File: src/rtl/bia_pkg.sv
// Shared constants, codes and a helper function for the bitmap ID allocator.
// No dependencies; bia_map_ram and bitmap_id_allocator import it.
package bia_pkg;

    localparam int ID_CAPACITY_DEF = 1024;
    localparam int HANDLE_BITS_DEF = 32;

    localparam int ID_SPACE = 1024;
    localparam int ID_W     = 10;
    localparam int HANDLE_W = 32;
    localparam int CMD_W    = 2;
    localparam int STATUS_W = 2;
    localparam int MAP_W    = 64;
    localparam int BIT_W    = 6;

    localparam logic [CMD_W-1:0] CMD_ALLOC   = 2'd0;
    localparam logic [CMD_W-1:0] CMD_RELEASE = 2'd1;
    localparam logic [CMD_W-1:0] CMD_LOOKUP  = 2'd2;

    localparam logic [STATUS_W-1:0] ST_OK     = 2'd0;
    localparam logic [STATUS_W-1:0] ST_FULL   = 2'd1;
    localparam logic [STATUS_W-1:0] ST_ABSENT = 2'd2;

    typedef enum logic [1:0] {
        S_IDLE,
        S_SCAN,
        S_UPDATE,
        S_LOOKUP
    } state_t;

    function automatic logic [BIT_W-1:0] lowest_zero(input logic [MAP_W-1:0] v);
        logic [BIT_W-1:0] idx;
        idx = '0;
        for (int i = MAP_W - 1; i >= 0; i--)
        begin
            if (!v[i])
            begin
                idx = BIT_W'(i);
            end
        end
        return idx;
    endfunction

endpackage

File: src/rtl/bia_map_ram.sv
// Used-bit map memory: 64-bit words, registered read.
// Per-word valid bits make unwritten words read as zero. Depends on bia_pkg.
module bia_map_ram
    import bia_pkg::*;
#(
    parameter int AW = 4
)
(
    input  logic             clk,
    input  logic             rst_n,
    input  logic [AW-1:0]    rd_addr,
    input  logic             wr_en,
    input  logic [AW-1:0]    wr_addr,
    input  logic [MAP_W-1:0] wr_data,
    output logic [MAP_W-1:0] rd_data
);

    localparam int DEPTH = 1 << AW;

    logic [MAP_W-1:0] mem [DEPTH];
    logic [DEPTH-1:0] valid_reg;
    logic [MAP_W-1:0] q_reg;
    logic             q_valid_reg;

    always_ff @(posedge clk)
    begin
        if (wr_en)
        begin
            mem[wr_addr] <= wr_data;
        end
        q_reg <= mem[rd_addr];
    end

    always_ff @(posedge clk or negedge rst_n)
    begin
        if (!rst_n)
        begin
            valid_reg   <= '0;
            q_valid_reg <= 1'b0;
        end
        else
        begin
            q_valid_reg <= valid_reg[rd_addr];
            if (wr_en)
            begin
                valid_reg[wr_addr] <= 1'b1;
            end
        end
    end

    assign rd_data = q_valid_reg ? q_reg : '0;

endmodule

File: config.mk
export PLATFORM = sky130hd
export DESIGN_NAME = bia_map_ram
export DESIGN_NICKNAME = d
export VERILOG_FILES = /design/src/rtl/bia_pkg.sv /design/src/rtl/bia_map_ram.sv
export SDC_FILE = /design/constraint.sdc
export NUM_CORES = 1
export LEC_CHECK = 0
export BUFFER_PORTS_ARGS = -buffer_cell sky130_fd_sc_hd__buf_2
export CAP_MARGIN = 25
export CORE_ASPECT_RATIO = 1.4
export CORE_MARGIN = 2
export CORE_UTILIZATION = 64
export CTS_BUF_LIST = sky130_fd_sc_hd__clkbuf_2
export DETAILED_ROUTE_END_ITERATION = 7
export GPL_TIMING_DRIVEN = 0
export PLACE_DENSITY = 0.86
export RECOVER_POWER = 50
export SLEW_MARGIN = 15
export SYNTH_ARGS = -nofsm -noshare
export SYNTH_HDL_FRONTEND = slang
export SYNTH_SLANG_ARGS = --single-unit
File: constraint.sdc
create_clock -name clk -period 1.4 [get_ports clk]
set_clock_uncertainty 0.05 [all_clocks]
set_input_delay 0.28 -clock clk [delete_from_list [all_inputs] [get_ports clk]]
set_output_delay 0.28 -clock clk [all_outputs]
set_load 0.02 [all_outputs]
# After elaboration in Yosys (flattened, before gate mapping)
# Memory sizes are Yosys's and may differ from the RTL's. A register that Yosys moved wholly into a read port is not among the register bits.
# Cells that the tools add are included.
# totals
register_bits,17
mem_bits_rw,1024
input_bits,75
output_inout_bits,64
wordCells,15
n_memories,1
# classes
magnitude_cmp,3
muxes,7
bitwise_logic,1
n_reduce_logical,1
# mem_list
memory,depth,word_bits,rd,rd_clocked_by_memory_dff,wr,line,source
mem,16,64,1,1,1,bia_map_ram.sv:20,logic [MAP_W-1:0] mem [DEPTH];
# ops
op,n
64-bit 2-to-1 mux,1
16-bit OR,1
"4-bit by 5-bit < comparator with 1-bit output, second input constant",2
1-bit binary-select mux with 4-bit select,1
1-bit demux with 4-bit select,1
"4-bit by 1-bit >= comparator with 1-bit output, second input constant",1
1-bit 2-to-1 mux,4
1-bit logical AND,1

# Depth between registers and ports, before layout
# logic_depth
ltp_word,5
ltp_mapped,6
mapped_depth_nobuf,3

# Worst setup path after synthesis
# OpenSTA, ideal clock, no wires.
# synth_path
path_kind,input -> register
startpoint,input port wr_addr[2]
endpoint,memory mem[0][0] (enable)
setup_time_ps,567
arrival_time_ps,5099
t_required_ps,783
slack_ps,-4316
stages,2
n_path_buf,0
cell_sequence,or3b_1 nor3_1
# synth_lines
item,line,source
"start, declared",bia_map_ram.sv:13,"input logic [AW-1:0] wr_addr,"
"end, declared",bia_map_ram.sv:20,
# No word-level cell before the write port.

# Worst setup path in the final report
# layout_path
startpoint,register q_valid_reg
endpoint,output port rd_data[0]
# layout_via
elab_chain_cells,1
# layout_rtl
item,line,source
"start, declared",bia_map_ram.sv:23,logic q_valid_reg;
"start signal, assigned",bia_map_ram.sv:43,q_valid_reg <= valid_reg[rd_addr];
64-bit 2-to-1 mux,bia_map_ram.sv:51,assign rd_data = q_valid_reg ? q_reg : '0;
"end, declared",bia_map_ram.sv:15,output logic [MAP_W-1:0] rd_data
# Every way passes these cells.

==> results.md <==
* DP Wirelength at 59.37 mm
* CTS clock-pin slew for the worst setup and hold paths at 0.15 ns
* Top cells by area, synth: edfxtp_1, mux4_2, dfxtp_1
* Gpl congestion at 0.7128
* Yosys top cell area share at 75.55%
* Starting density of the core at 64.59%
* Max Cap Viol at 0
* FF-to-FF path depth at 3
* Status: finished with violations
* # nets final at 2,431
* Hold crit path type: input pin to flip-flop
* Slew headroom at 36.85%
* Setup WS post-layout at -1.499 ns
* Syn_area_per_cell at 23.12 sq um
* Clk Latency, worst-skew pair at 1.41 ns
* RSZ-0062 raised after global routing: true
* R2r setup slk at -0.21 ns
* Max Freq at 0.3450 GHz
* Die X at 217.1 microns
* Share of post-route cells with drive strength above 1 at 40.64%
* Fill count at 2,975
* Slew at the pin closest to its max-slew limit at 0.9472 ns
* Failing checks: hold timing, setup timing
* Drt total wl at 113.1 mm
* Max Slew Vio Count at 0
* Largest register FFs at 1,024
* Number of CTS-inserted buffers at 222
* Post-Syn Area at 40,700 sq um
* Port Buffer Count at 136
* Post-synthesis sequential area ratio at 79.75%
* Area of the multi-input gates at 8308 sq um
* Syn nets at 1,835
* Critical hold path startpoint: wr_addr[2]
* Critical Path End Type: output pin
* # rows at 109
* Endpoint, Worst Hold: mem[12][23]
* Grt total ovfl at 0
* Synth Warn # at 0
* WL/cell at 33.37 microns
* VDD IR max at 0.8244 mV
* Critical path launch point type: flip-flop
* Worst path arrival time at 2.57 ns
* Final Hold Slack at -0.006600 ns
* Vias in the first global route at 24,010
* Worst setup path category: flip-flop to output pin
* Area delta synth->final at 19.66%
* Clk root buf: clkbuf_2
* H-Tree Depth at 4
* Vias per inst at 6.809
* Initial antenna violation count at 8
* Hold Crit Depth at 4
* Via count at 23,080
* Post-route minimum period at 2.899 ns
* Critical R2R Capture: q_reg[0]
* Final antenna-violating net count at 0
* R2R Path Start: mem[5][0]
* First-pass GRT wire length at 161.2 mm
* Core area at 63,010 sq um
* Critical path fanouts, max at 5
* Initial DRC Count at 3,528
* Residual DRC at 0
* Clock sinks at 1,105
* Top Ports at 139
* Fin crit share at 207.1%
* Final Hold Viols at 1
* Height of the chip at 302.4 microns
* P_leak at 0.01649 uW
* Die area at 65,650 sq um
* Post-Syn Instances at 1,760
* Power density cells at 1299 nW/um^2
* Global Route Usage Sum at 35.10%
* Yosys cell types at 21
* Final setup fails at 523
* FF+latch count, synth at 1,105
* Largest net degree at the start of global routing at 24
* Worst setup startpoint: q_valid_reg
* Register Area at 32,460 sq um
* Bufs on Longest Clock Path at 3
* Synth area leader: edfxtp_1
* Worst Path Required at 1.07 ns
* DR pass1 iterations at 6
* TritonCTS clock tree: done
* Place WS at -1.202 ns
-- cell type report --
type	count	share of cell area, %
antenna	11	0.05652
clock buffer	328	3.371
timing repair buffer	373	7.875
buffer	92	1.816
multi-input combinational	562	17.06
sequential	1105	66.65
clock inverter	87	1.030
tap	832	2.138
-- worst max-delay path: stages, from the launching register on --
cell and delay [ns]:
dfrtp_4 0.54, buf_12 0.18, buf_6 0.12, buf_6 0.11, and2_4 0.14, buf_6 0.12
-- per-stage QoR --
| stage | cell area (sq um) | instances | power [uW] | utilization, % | TNS, ns |
|---|---|---|---|---|---|
| after floorplan | 41040 | 1760 | 40410 | - | -1106.70 |
| after global placement | 42760 | 2728 | 41960 | 67.87 | -2892.82 |
| after detailed placement | 44030 | 2787 | 42380 | 69.88 | -873.83 |
| after CTS | 48240 | 3350 | 62270 | 76.55 | -200.69 |
| after global routing | 48690 | 3385 | 64690 | 77.27 | -175.91 |
| final | 48700 | 3390 | 63250 | 77.29 | -153.83 |
-- cell usage after synthesis --
cell type,instances
buf_4,7
nor3_1,4
buf_1,3
dfxtp_1,64
buf_2,22
nor2b_1,2
edfxtp_1,1024
mux4_2,260
nand2b_1,2
and2_1,65
or2_1,16
dfrtp_1,17
buf_8,3
or3b_1,1
nor2_1,13
nand2_1,66
nand3b_1,2
nand3_1,1
a22oi_1,130
clkbuf_1,45
buf_6,13
-- placed cells by master, fill, tap and decap left out, drive strengths merged --
cell	count
edfxtp	1024
clkbuf	391
mux4	260
buf	259
dlygate4sd3	142
a22oi	130
clkinv	76
nand2	66
and2	65
dfxtp	64
dfrtp	17
or2	16
nor2	13
diode	11
bufinv	5
nor3	4
clkinvlp	3
inv	3
nor2b	2
nand3b	2
nand2b	2
nand3	1
or3b	1
dlymetal6s2s	1
-- power breakdown --
group	internal, uW	leakage [uW]	switching [uW]
Combinational	2630	0.00493	3210
Sequential	37000	0.00996	394
Clock	7290	0.00160	12800
-- routing by layer --
layer / GRT usage, % / share of wire, % / wire length, microns / vias to the layer above
met2: 57.93 / 50 / 56890 / 2386
met1: 42.58 / 30 / 34160 / 11350
met5: 0 / 0.022 / 25 / -
met3: 7.501 / 12 / 13990 / 566
met4: 22.80 / 7.1 / 8048 / 4
li1: - / - / - / 8778
-- repair_timing --
action                                  in CTS  in global routing
hold endpoints to repair                  1996                933
setup buffers                                5                 27
resized for setup                          163                128
endpoints found under the setup margin      92                804
pin swaps                                    6                 31
hold buffers                               142                  5
gates cloned                                 2                  1
-- cells by family (layout without fill, tap and decap cells) --
kind of cell	count (synthesis)	after routing	synth area share, %
compound gates	130	130	2.398
simple gates	172	172	2.155
flops	1105	1105	79.75
other cells	0	11	0
mux	260	260	14.39
buf+inv	93	880	1.313
-- worst max-delay path by stage --
| stage | cells after the start | to |
|---|---|---|
| 2_1_floorplan | 2 | mem[0][0] |
| 3_3_place_gp | 3 | mem[11][56] |
| 3_5_place_dp | 4 | rd_data[29] |
| 4_1_cts | 5 | rd_data[0] |
| 5_1_grt | 5 | rd_data[63] |
| 6_report | 5 | rd_data[0] |
Note: power is estimated with default switching activity, not from simulation.
